### src/sv/pcc_pkg.sv
package pcc_pkg;

    // Default permutation capacity.
    localparam int unsigned MAX_LEN_DEF = 64;

    // Fixed field widths.
    localparam int unsigned TARGET_W = 6;
    localparam int unsigned COUNT_W  = 7;

    // Word widths on the stream ports.
    localparam int unsigned S_TDATA_W = 8;
    localparam int unsigned M_TDATA_W = 16;

    // Sequencer states.
    typedef enum logic [2:0] {
        ST_LOAD,
        ST_SCAN,
        ST_CHECK,
        ST_FOLLOW,
        ST_DONE
    } t_state;

    // Commands from the controller to the datapath.
    typedef struct packed {
        logic load;       // store one accepted element
        logic walk_init;  // clear scan position, cycle count and error
        logic scan_rd;    // read the entry at the scan position
        logic skip;       // entry already visited: close a cycle, advance the scan
        logic mark;       // mark the entry visited and step to its target
        logic follow_rd;  // read the entry at the walk position
        logic finish;     // load the result register and start a new load
    } t_cmd;

    // Status from the datapath to the controller.
    typedef struct packed {
        logic scan_done;  // scan position reached the loaded length
        logic visited;    // entry just read is already visited
        logic tgt_oob;    // target of the entry just read is out of range
        logic out_busy;   // result register holds a word not yet taken
    } t_status;

endpackage

### src/sv/pcc_ram.sv
module pcc_ram #(
    parameter int unsigned WIDTH = 8,
    parameter int unsigned DEPTH = 64
) (
    input  logic                     i_clk,
    input  logic                     i_we,
    input  logic [$clog2(DEPTH)-1:0] i_waddr,
    input  logic [WIDTH-1:0]         i_wdata,
    input  logic                     i_re,
    input  logic [$clog2(DEPTH)-1:0] i_raddr,
    output logic [WIDTH-1:0]         o_rdata
);

    logic [WIDTH-1:0] r_mem [DEPTH];
    logic [WIDTH-1:0] r_rdata;

    // One write port and one registered read port.
    always_ff @(posedge i_clk) begin
        if (i_we) begin
            r_mem[i_waddr] <= i_wdata;
        end
        if (i_re) begin
            r_rdata <= r_mem[i_raddr];
        end
    end

    assign o_rdata = r_rdata;

endmodule

### src/sv/pcc_ctrl.sv
module pcc_ctrl (
    input  logic             i_clk,
    input  logic             i_rst_n,
    input  logic             i_s_tvalid,
    input  logic             i_s_tlast,
    output logic             o_s_tready,
    input  pcc_pkg::t_status i_status,
    output pcc_pkg::t_cmd    o_cmd
);

    import pcc_pkg::*;

    t_state r_state;
    t_state n_state;
    logic   accept;

    assign accept = i_s_tvalid && (r_state == ST_LOAD);

    // State register.
    always_ff @(posedge i_clk) begin
        if (!i_rst_n) begin
            r_state <= ST_LOAD;
        end else begin
            r_state <= n_state;
        end
    end

    // Next state.
    always_comb begin
        n_state = r_state;
        unique case (r_state)
            ST_LOAD: begin
                if (accept && i_s_tlast) begin
                    n_state = ST_SCAN;
                end
            end
            ST_SCAN: begin
                n_state = i_status.scan_done ? ST_DONE : ST_CHECK;
            end
            ST_CHECK: begin
                if (i_status.visited) begin
                    n_state = ST_SCAN;
                end else if (i_status.tgt_oob) begin
                    n_state = ST_DONE;
                end else begin
                    n_state = ST_FOLLOW;
                end
            end
            ST_FOLLOW: begin
                n_state = ST_CHECK;
            end
            ST_DONE: begin
                if (!i_status.out_busy) begin
                    n_state = ST_LOAD;
                end
            end
            default: begin
                n_state = ST_LOAD;
            end
        endcase
    end

    // Commands and handshake.
    always_comb begin
        o_cmd      = '0;
        o_s_tready = 1'b0;
        unique case (r_state)
            ST_LOAD: begin
                o_s_tready      = 1'b1;
                o_cmd.load      = accept;
                o_cmd.walk_init = accept && i_s_tlast;
            end
            ST_SCAN: begin
                o_cmd.scan_rd = !i_status.scan_done;
            end
            ST_CHECK: begin
                o_cmd.skip = i_status.visited;
                o_cmd.mark = !i_status.visited;
            end
            ST_FOLLOW: begin
                o_cmd.follow_rd = 1'b1;
            end
            ST_DONE: begin
                o_cmd.finish = !i_status.out_busy;
            end
            default: begin
                o_cmd = '0;
            end
        endcase
    end

endmodule

### src/sv/pcc_datapath.sv
module pcc_datapath #(
    parameter int unsigned MAX_LEN = pcc_pkg::MAX_LEN_DEF
) (
    input  logic                            i_clk,
    input  logic                            i_rst_n,
    input  logic [pcc_pkg::TARGET_W-1:0]    i_target_index,
    input  pcc_pkg::t_cmd                   i_cmd,
    output pcc_pkg::t_status                o_status,
    input  logic                            i_out_ready,
    output logic                            o_out_valid,
    output logic [pcc_pkg::COUNT_W-1:0]     o_cycle_total,
    output logic [pcc_pkg::COUNT_W-1:0]     o_changes_needed,
    output logic                            o_range_error
);

    import pcc_pkg::*;

    localparam int unsigned AW = (MAX_LEN > 1) ? $clog2(MAX_LEN) : 1;
    localparam int unsigned LW = $clog2(MAX_LEN + 1);
    localparam int unsigned CW = (LW > TARGET_W) ? LW : TARGET_W;
    localparam int unsigned KW = (LW > COUNT_W) ? LW : COUNT_W;
    localparam int unsigned MW = TARGET_W + 1;

    logic [LW-1:0]      r_len;
    logic [LW-1:0]      r_scan;
    logic [AW-1:0]      r_ptr;
    logic               r_in_walk;
    logic [LW-1:0]      r_cycles;
    logic               r_err;
    logic               r_out_valid;
    logic [COUNT_W-1:0] r_total;
    logic [COUNT_W-1:0] r_changes;
    logic               r_out_err;

    logic               ram_we;
    logic [AW-1:0]      ram_waddr;
    logic [MW-1:0]      ram_wdata;
    logic               ram_re;
    logic [AW-1:0]      ram_raddr;
    logic [MW-1:0]      ram_rdata;

    logic [TARGET_W-1:0] rd_target;
    logic                rd_visited;
    logic [AW+TARGET_W-1:0] tgt_ext;
    logic [AW-1:0]       tgt_addr;
    logic                len_full;
    logic [KW-1:0]       cycles_ext;
    logic [COUNT_W-1:0]  total_masked;

    // Memory word: visited flag above the stored target.
    assign rd_visited = ram_rdata[MW-1];
    assign rd_target  = ram_rdata[TARGET_W-1:0];
    assign tgt_ext    = {{AW{1'b0}}, rd_target};
    assign tgt_addr   = tgt_ext[AW-1:0];
    assign len_full   = (r_len == LW'(MAX_LEN));

    // A load clears the visited flag of every position it writes.
    always_comb begin
        ram_we    = 1'b0;
        ram_waddr = r_ptr;
        ram_wdata = {1'b1, rd_target};
        if (i_cmd.load) begin
            ram_we    = !len_full;
            ram_waddr = r_len[AW-1:0];
            ram_wdata = {1'b0, i_target_index};
        end else if (i_cmd.mark) begin
            ram_we = 1'b1;
        end
    end

    assign ram_re    = i_cmd.scan_rd || i_cmd.follow_rd;
    assign ram_raddr = i_cmd.scan_rd ? r_scan[AW-1:0] : r_ptr;

    pcc_ram #(
        .WIDTH (MW),
        .DEPTH (MAX_LEN)
    ) u_map_ram (
        .i_clk   (i_clk),
        .i_we    (ram_we),
        .i_waddr (ram_waddr),
        .i_wdata (ram_wdata),
        .i_re    (ram_re),
        .i_raddr (ram_raddr),
        .o_rdata (ram_rdata)
    );

    // Status toward the controller.
    always_comb begin
        o_status.scan_done = (r_scan == r_len);
        o_status.visited   = rd_visited;
        o_status.tgt_oob   = (CW'(rd_target) >= CW'(r_len));
        o_status.out_busy  = r_out_valid && !i_out_ready;
    end

    // Load length, scan position, walk position and cycle count.
    always_ff @(posedge i_clk) begin
        if (!i_rst_n) begin
            r_len     <= '0;
            r_scan    <= '0;
            r_ptr     <= '0;
            r_in_walk <= 1'b0;
            r_cycles  <= '0;
            r_err     <= 1'b0;
        end else begin
            if (i_cmd.load && !len_full) begin
                r_len <= r_len + LW'(1);
            end
            if (i_cmd.walk_init) begin
                r_scan   <= '0;
                r_cycles <= '0;
                r_err    <= 1'b0;
            end
            if (i_cmd.scan_rd) begin
                r_ptr     <= r_scan[AW-1:0];
                r_in_walk <= 1'b0;
            end
            if (i_cmd.skip) begin
                r_scan <= r_scan + LW'(1);
                if (r_in_walk) begin
                    r_cycles <= r_cycles + LW'(1);
                end
            end
            if (i_cmd.mark) begin
                r_ptr     <= tgt_addr;
                r_in_walk <= 1'b1;
                if (o_status.tgt_oob) begin
                    r_err <= 1'b1;
                end
            end
            if (i_cmd.finish) begin
                r_len <= '0;
            end
        end
    end

    // Counts are reported modulo the 7-bit field width.
    assign cycles_ext   = KW'(r_cycles);
    assign total_masked = cycles_ext[COUNT_W-1:0];

    // Result register: valid until the word is taken.
    always_ff @(posedge i_clk) begin
        if (!i_rst_n) begin
            r_out_valid <= 1'b0;
        end else if (i_cmd.finish) begin
            r_out_valid <= 1'b1;
        end else if (i_out_ready) begin
            r_out_valid <= 1'b0;
        end
    end

    always_ff @(posedge i_clk) begin
        if (i_cmd.finish) begin
            r_out_err <= r_err;
            if (r_err) begin
                r_total   <= '0;
                r_changes <= '0;
            end else begin
                r_total   <= total_masked;
                r_changes <= (r_cycles == LW'(1)) ? '0 : total_masked;
            end
        end
    end

    assign o_out_valid      = r_out_valid;
    assign o_cycle_total    = r_total;
    assign o_changes_needed = r_changes;
    assign o_range_error    = r_out_err;

endmodule

### src/sv/permutation_cycle_counter.sv
// Channel   Dir  tdata fields (low bit up)                   tlast     tuser
// s         in   target_index[5:0], zero pad [7:6]           is_last   -
// m         out  cycle_total[6:0], changes_needed[13:7],     -         range_error
//                zero pad [15:14]
//
// Each element of a permutation is stored as it is accepted; then each start
// position is scanned and checked and each element followed in a cycle is read
// and checked, until a final scan ends the walk and the result is written, all
// through the one write port and the registered read port of the mapping memory.
// The input is not ready from the last element until the result is written.
// Reset clears the control state; the memory needs no clearing, since each load
// clears the visited flag of every position it stores. The result word stays in
// its register until taken, and the next load is accepted meanwhile.
module permutation_cycle_counter #(
    parameter int unsigned MAX_LEN = pcc_pkg::MAX_LEN_DEF
) (
    input  logic                           i_clk,
    input  logic                           i_rst_n,
    input  logic                           i_s_tvalid,
    output logic                           o_s_tready,
    input  logic [pcc_pkg::S_TDATA_W-1:0]  i_s_tdata,   // target_index
    input  logic                           i_s_tlast,   // is_last
    output logic                           o_m_tvalid,
    input  logic                           i_m_tready,
    output logic [pcc_pkg::M_TDATA_W-1:0]  o_m_tdata,   // cycle_total, changes_needed
    output logic                           o_m_tuser    // range_error
);

    import pcc_pkg::*;

    t_cmd               cmd;
    t_status            status;
    logic [COUNT_W-1:0] cycle_total;
    logic [COUNT_W-1:0] changes_needed;

    // Sequencer.
    pcc_ctrl u_ctrl (
        .i_clk      (i_clk),
        .i_rst_n    (i_rst_n),
        .i_s_tvalid (i_s_tvalid),
        .i_s_tlast  (i_s_tlast),
        .o_s_tready (o_s_tready),
        .i_status   (status),
        .o_cmd      (cmd)
    );

    // Mapping memory, walk registers and result register.
    pcc_datapath #(
        .MAX_LEN (MAX_LEN)
    ) u_datapath (
        .i_clk            (i_clk),
        .i_rst_n          (i_rst_n),
        .i_target_index   (i_s_tdata[TARGET_W-1:0]),
        .i_cmd            (cmd),
        .o_status         (status),
        .i_out_ready      (i_m_tready),
        .o_out_valid      (o_m_tvalid),
        .o_cycle_total    (cycle_total),
        .o_changes_needed (changes_needed),
        .o_range_error    (o_m_tuser)
    );

    // Pack the result word.
    assign o_m_tdata = M_TDATA_W'({changes_needed, cycle_total});

endmodule

### config.mk
export PLATFORM = sky130hd
export DESIGN_NAME = permutation_cycle_counter
export DESIGN_NICKNAME = d
export VERILOG_FILES = /design/src/sv/pcc_pkg.sv /design/src/sv/pcc_ram.sv /design/src/sv/pcc_ctrl.sv /design/src/sv/pcc_datapath.sv /design/src/sv/permutation_cycle_counter.sv
export SDC_FILE = /design/constraint.sdc
export NUM_CORES = 1
export LEC_CHECK = 0
export BUFFER_PORTS_ARGS = -buffer_cell sky130_fd_sc_hd__buf_4
export CORE_MARGIN = 2
export CORE_UTILIZATION = 40
export CTS_CLUSTER_SIZE = 16
export DETAILED_ROUTE_END_ITERATION = 10
export GPL_ROUTABILITY_DRIVEN = 1
export RECOVER_POWER = 25
export SYNTH_ARGS = -nofsm -noshare
export SYNTH_HDL_FRONTEND = slang
export SYNTH_SLANG_ARGS = --single-unit
### constraint.sdc
create_clock -name i_clk -period 4.8 [get_ports i_clk]
set_input_delay 1.2 -clock i_clk [delete_from_list [all_inputs] [get_ports i_clk]]
set_output_delay 1.2 -clock i_clk [all_outputs]
set_load 0.005 [all_outputs]
==> results of run 1 <==
==> flip-flops by register name, summed over array words and instances (netlist names), 3 cells and up <==
register / flops
u_datapath.cycles_ext: 7
u_datapath.r_len: 7
u_datapath.r_ptr: 6
u_datapath.o_cycle_total: 7
u_ctrl.r_state: 3
u_datapath.o_changes_needed: 7
u_datapath.u_map_ram.r_mem: 448
u_datapath.u_map_ram.o_rdata: 7
u_datapath.r_scan: 7
==> cell usage after synthesis (23+ instances only) <==
cell	count	area, um2
edfxtp_1	470	14110
nand2_1	363	1363
nand3_1	129	645.6
nor2_1	88	330.3
a21oi_1	67	335.3
mux2i_1	64	640.6
clkbuf_1	43	161.4
buf_2	36	180.2
dfxtp_1	33	660.6
o21ai_0	33	165.2
a221oi_1	27	236.5
a31oi_1	23	143.9
==> layout make-up <==
class	count	area share
sequential	503	0.6319
multi-input combinational	990	0.2335
clock buffer	70	0.06117
tap	680	0.03639
timing repair buffer	67	0.02413
clock inverter	29	0.01102
inverter	12	0.001926
==> where the power goes <==
part | switching [mW] | leakage, nW | internal [mW] | total, mW
registers | 0.0110 | 4.51 | 4.86 | 4.87
clock network | 1.70 | 0.821 | 2.27 | 3.97
logic | 0.270 | 2.69 | 0.0925 | 0.362
==> worst max path at each step <==
stage | from | to
finish | u_datapath.r_scan[2] | u_datapath.u_map_ram.o_rdata[0]
global route | u_datapath.r_scan[2] | u_datapath.u_map_ram.o_rdata[0]
CTS | u_datapath.r_scan[2] | u_datapath.u_map_ram.o_rdata[0]
detailed placement | i_s_tvalid | u_datapath.u_map_ram.r_mem[14][2]
global placement | u_datapath.r_scan[2] | u_datapath.u_map_ram.o_rdata[0]
floorplan | i_s_tvalid | u_datapath.u_map_ram.r_mem[0][1]
==> critical path: cells and delay by family, from the launching register on <==
family / cells / cell delay [ns]
DFF: 1 / 0.61
and+or+nand+nor: 5 / 1.48
xor gates and xnor gates: 1 / 0.17
muxes: 1 / 0.55
AOI/OAI and AO/OA: 2 / 1.03
==> metal layers <==
layer	vias to the layer above	wire length, um	track usage
met5	-	0	0
met4	0	2192	0.08165
met3	129	3631	0.04035
met2	473	22640	0.2932
met1	6375	22100	0.2640
li1	5986	-	-
==> cell families (layout without fill, tap and decap cells) <==
logic type               count (synthesis)  in the layout  share of synthesized area
AND/OR/NAND/NOR                        656            656                     0.1366
flip-flops                             503            503                     0.7139
AO/OA/AOI/OAI                          234            234                    0.07611
buffers and inverters                  106            178                    0.02467
multiplexers                            70             70                    0.03470
XOR/XNOR                                17             17                   0.007195
adder cells (fa/ha/maj)                 11             11                   0.006650
other                                    1              2                  0.0001812
==> summary.md, run 1 <==
| Metric | Value |
|---|---|
| Status | `finished with violations` |
| Failing checks | `max-capacitance violations, max-slew violations` |
| Clk_skew | `0.01642 ns` |
| Yosys reg bits | `503` |
| Initial antenna violation count | `0` |
| Clock root buffer | `clkbuf_16` |
| Total placed cells including tap cells | `2252` |
| Hold EP | `u_datapath.r_in_walk` |
| Post-route ant nets | `0` |
| Clock transition at path regs | `0.06 ns` |
| Final worst setup slack | `0.6830 ns` |
| Setup tns final | `0 ns` |
| Final Hold Viols | `0` |
| Cell Chain, Critical Path | `xnor2_1 > nand4_1 > o21ai_4 > mux2_4 > nor2_2 > nand3_1 > nand4_1 > nand3_1 > a32o_1` |
| Wire length per cell | `21.51 um` |
| H-tree depth | `2` |
| R2R cell count | `9` |
| Fill cells | `4531` |
| Die height | `231.5 um` |
| Sink Count | `503` |
| DRC Markers | `0` |
| Ys Warns | `0` |
| Worst path slowest cell | `o21ai_4` |
| RSZ-0062 raised after global routing | `no` |
| CTS tree | `built` |
| Commonest non-fill, non-tap cells in the layout | `edfxtp_1, nand2_1, nand3_1` |
| PD cells | `393.5 mW/mm2` |
| Share of cells above drive strength 1 | `0.09994` |
| # resized after CTS | `0` |
| Mapped Area | `0.02070 mm2` |
| Post-layout util | `0.4567` |
| DR iter-0 viols | `1326` |
| Data arrival, critical path | `4.47 ns` |
| Worst Tran Pin Value | `1.536 ns` |
| Mapped Avg Cell Area | `12.95 um2` |
| Gr usage total | `0.1913` |
| Crit Path Max Fanout | `30` |
| Starting density of the core | `0.4042` |
| Commonest non-fill, non-tap cell in the layout | `edfxtp_1` |
| HP Start | `u_datapath.r_in_walk` |
| Syn-to-layout area delta | `12.97%` |
| Boundary Pins | `32` |
| Worst path max stage delay | `0.65 ns` |
| Leak | `8.020 nW` |
| Clk Latency, worst-skew pair | `0.61 ns` |
| R2R setup slack | `0.68 ns` |
| Power Total | `9.201 mW` |
| Critical R2R Launch | `u_datapath.r_scan[2]` |
| Tmin final | `4.117 ns` |
| Pin count of the biggest net entering global routing | `83` |
| Final wirelength | `50.57 mm` |
| Drt pass-1 iters | `6` |
| Number of enable flip-flop cells after synthesis | `470` |
| Post-synth cell types | `58` |
| Relative slew slack | `-0.02371` |
| Maxcap violations | `1` |
| Ys flop type | `edfxtp_1` |
| Hold crit path type | `flip-flop to flip-flop` |
| Core area | `0.05120 mm2` |
| Peak VDD IR | `0.2639 mV` |
| Pre-CTS setup slack | `0.7411 ns` |
| # diodes | `0` |
| Post-DP HPWL | `31.30 mm` |
| Final setup vio count | `0` |
| Worst setup EP type | `flip-flop` |
| Global-route congestion overflow total | `0` |
| Average vias per placed instance | `5.514` |
| Gpl congestion | `0.8438` |
| Startpoint class of the critical path | `flip-flop` |
| Slew Limit Fails | `65` |
| WHS Path Cells | `2` |
| Synth async-reset ratio | `0` |
| Syn Inst Count | `1598` |
| First-pass GRT wire length | `76.78 mm` |
| Design area | `0.02338 mm2` |
| Site row count | `83` |
| Post-layout net count | `1651` |
| Register area share after synthesis | `0.7139` |
| Placed Area | `0.02172 mm2` |
| CTS Buf Count | `53` |
| DIE AREA | `0.05358 mm2` |
| Setup Fix Bufs, Post-CTS | `0` |
| Period utilization | `0.8577` |
| Multi-input logic area | `0.005459 mm2` |
| Register Area | `0.01477 mm2` |
| Non-filler instance count after layout | `2351` |
| CP Class | `flip-flop to flip-flop` |
| Die Wd | `231.5 um` |
| Clock Path Buffers | `3` |
| Routed vias | `12.96k` |
| Fmax | `242.9 MHz` |
| Vias in the first global route | `12.53k` |
| FF-to-FF End | `u_datapath.u_map_ram.o_rdata[0]` |
| Hold buffer count at CTS | `0` |
| Worst hold margin | `0.4856 ns` |
| I/O Buffers | `27` |
| CP required | `5.16 ns` |
Note: power is estimated with default switching activity, not from simulation.
==> inputs of run 2 (changes only) <==
==> constraint.sdc (replaced) <==
create_clock -name i_clk -period 4.8 [get_ports i_clk]
set_input_delay 0.24 -clock i_clk [delete_from_list [all_inputs] [get_ports i_clk]]
set_output_delay 0.24 -clock i_clk [all_outputs]
set_load 0.005 [all_outputs]
==> summary.md, run 2 (synthesized netlist as in run 1, its figures left out) <==
| Metric | Value |
|---|---|
| PD cells | `388.0 mW/mm2 (-1.4%)` |
| Routed vias | `12.93k (-0.25%)` |
| Final setup vio count | `0 (unchanged)` |
| Data arrival, critical path | `4.35 ns (-0.12 ns)` |
| Worst hold margin | `0.1998 ns (-0.2858 ns)` |
| Starting density of the core | `0.4042 (unchanged)` |
| Post-route ant nets | `0 (unchanged)` |
| Relative slew slack | `0.02255 (+0.04625)` |
| Post-layout net count | `1645 (-0.36%)` |
| Syn-to-layout area delta | `12.24%` |
| Slew Limit Fails | `0 (-100%)` |
| Post-DP HPWL | `30.52 mm (-2.5%)` |
| Final Hold Viols | `0 (unchanged)` |
| Clock root buffer | `clkbuf_16` |
| CP required | `5.01 ns (-0.15 ns)` |
| Commonest non-fill, non-tap cells in the layout | `edfxtp_1, nand2_1, nand3_1` |
| Fmax | `241.6 MHz (-0.52%)` |
| Global-route congestion overflow total | `0 (unchanged)` |
| Clock Path Buffers | `3 (unchanged)` |
| Gr usage total | `0.1871 (-0.004188)` |
| # resized after CTS | `0 (unchanged)` |
| Pre-CTS setup slack | `0.8569 ns (+0.1158 ns)` |
| Worst Tran Pin Value | `1.463 ns (-0.07292 ns)` |
| Clk_skew | `0.01517 ns (-0.001248 ns)` |
| Post-layout util | `0.4537 (-0.002957)` |
| RSZ-0062 raised after global routing | `no` |
| I/O Buffers | `27 (unchanged)` |
| CP Class | `flip-flop to flip-flop` |
| Status | `finished with violations` |
| Boundary Pins | `32 (unchanged)` |
| Clk Latency, worst-skew pair | `0.59 ns (-0.02 ns)` |
| Hold crit path type | `input pin to flip-flop` |
| Tmin final | `4.138 ns (+0.02145 ns)` |
| Worst setup EP type | `flip-flop` |
| Startpoint class of the critical path | `flip-flop` |
| Commonest non-fill, non-tap cell in the layout | `edfxtp_1` |
| Share of cells above drive strength 1 | `0.08599 (-0.01395)` |
| Gpl congestion | `0.8440 (about the same)` |
| # diodes | `0 (unchanged)` |
| Initial antenna violation count | `0 (unchanged)` |
| Pin count of the biggest net entering global routing | `84 (+1.2%)` |
| First-pass GRT wire length | `75.77 mm (-1.3%)` |
| CTS tree | `built` |
| DIE AREA | `0.05358 mm2 (unchanged)` |
| Die Wd | `231.5 um (unchanged)` |
| Die height | `231.5 um (unchanged)` |
| Setup tns final | `0 ns (unchanged)` |
| Final wirelength | `50.20 mm (-0.72%)` |
| Vias in the first global route | `12.42k (-0.90%)` |
| Site row count | `83 (unchanged)` |
| Sink Count | `503 (unchanged)` |
| Clock transition at path regs | `0.06 ns (about the same)` |
| H-tree depth | `2 (unchanged)` |
| Wire length per cell | `21.43 um (-0.38%)` |
| Average vias per placed instance | `5.519 (about the same)` |
| Crit Path Max Fanout | `17 (-43%)` |
| Core area | `0.05120 mm2 (unchanged)` |
| Peak VDD IR | `0.2340 mV (-11%)` |
| Leak | `7.958 nW (-0.76%)` |
| Period utilization | `0.8622 (+0.004469)` |
| Drt pass-1 iters | `5 (-1)` |
| DR iter-0 viols | `1356 (+2.3%)` |
| Largest reg by FF count | `u_datapath.u_map_ram.r_mem` |
| Maxcap violations | `1 (unchanged)` |
| Max reg flops | `448 (unchanged)` |
| Final worst setup slack | `0.6616 ns (-0.02145 ns)` |
| Failing checks | `max-capacitance violations` |
| DRC Markers | `0 (unchanged)` |
| CTS Buf Count | `52 (-1.9%)` |
[run 2: final timing paths]
path,slack [ns],depth (start not counted),start,end
worst max-delay path,0.66,8,u_ctrl.r_state[1],u_datapath.u_map_ram.r_mem[58][5]
worst min-delay path,0.20,3,i_s_tlast,u_ctrl.r_state[0]
worst max register to register,0.66,8,u_ctrl.r_state[1],u_datapath.u_map_ram.r_mem[58][5]
worst min register to register,0.50,2,u_datapath.r_in_walk,u_datapath.r_in_walk
[run 2: worst max-delay path, cell delays in order (launching register included)]
cell and delay [ns]:
dfxtp_1 0.39, nor3_1 0.24, and2_0 0.16, clkbuf_1 0.72, inv_1 0.24, a31oi_1 0.49
o2bb2ai_1 0.25, nand2_1 0.52, nor2_1 0.74
[run 2: where the power goes]
| group | leakage [nW] | total, mW | internal [mW] | switching (mW) |
|---|---|---|---|---|
| sequential | 4.51 | 4.87 | 4.86 | 0.0115 |
| clock | 0.776 | 3.79 | 2.17 | 1.62 |
| combinational | 2.67 | 0.360 | 0.0914 | 0.268 |
| total | 7.96 | 9.01 | 7.12 | 1.90 |
[run 2: through the flow]
| step | total power, mW | instance area, um2 | std cells |
|---|---|---|---|
| 2_1_floorplan | 5.170 | 20700 | 1599 |
| 3_3_place_gp | 5.313 | 21650 | 2245 |
| 3_5_place_dp | 5.322 | 21650 | 2245 |
| 4_1_cts | 9.086 | 23250 | 2343 |
| 5_1_grt | 9.288 | 23230 | 2343 |
| 6_report | 9.014 | 23230 | 2343 |
[run 2: cell type report]
| type | count | area, um2 |
|---|---|---|
| Inverter | 12 | 45.04 |
| Sequential cell | 503 | 14770 |
| Multi-Input combinational cell | 990 | 5453 |
| Tap cell | 680 | 850.8 |
| Clock buffer | 71 | 1424 |
| Clock inverter | 25 | 160.2 |
| Timing Repair Buffer | 62 | 523.0 |
| Fill cell | 4547 | 27970 |
[run 2: repair_timing]
action | in CTS | in global routing
setup endpoints to repair | 0 | 0
hold endpoints to repair | 2 | 0
buffers inserted | 0 | 0
hold buffers | 2 | 0
[run 2: per-layer routing]
layer  routed length [um]  share of wire  vias to the layer above  global-route usage
met5                    0              0                        -                   0
met4                 1314          0.026                        0             0.06028
met3                 3237          0.064                       88             0.02953
met2                23520           0.47                      431              0.2983
met1                22120           0.44                     6446              0.2627
li1                     -              -                     5965                   -
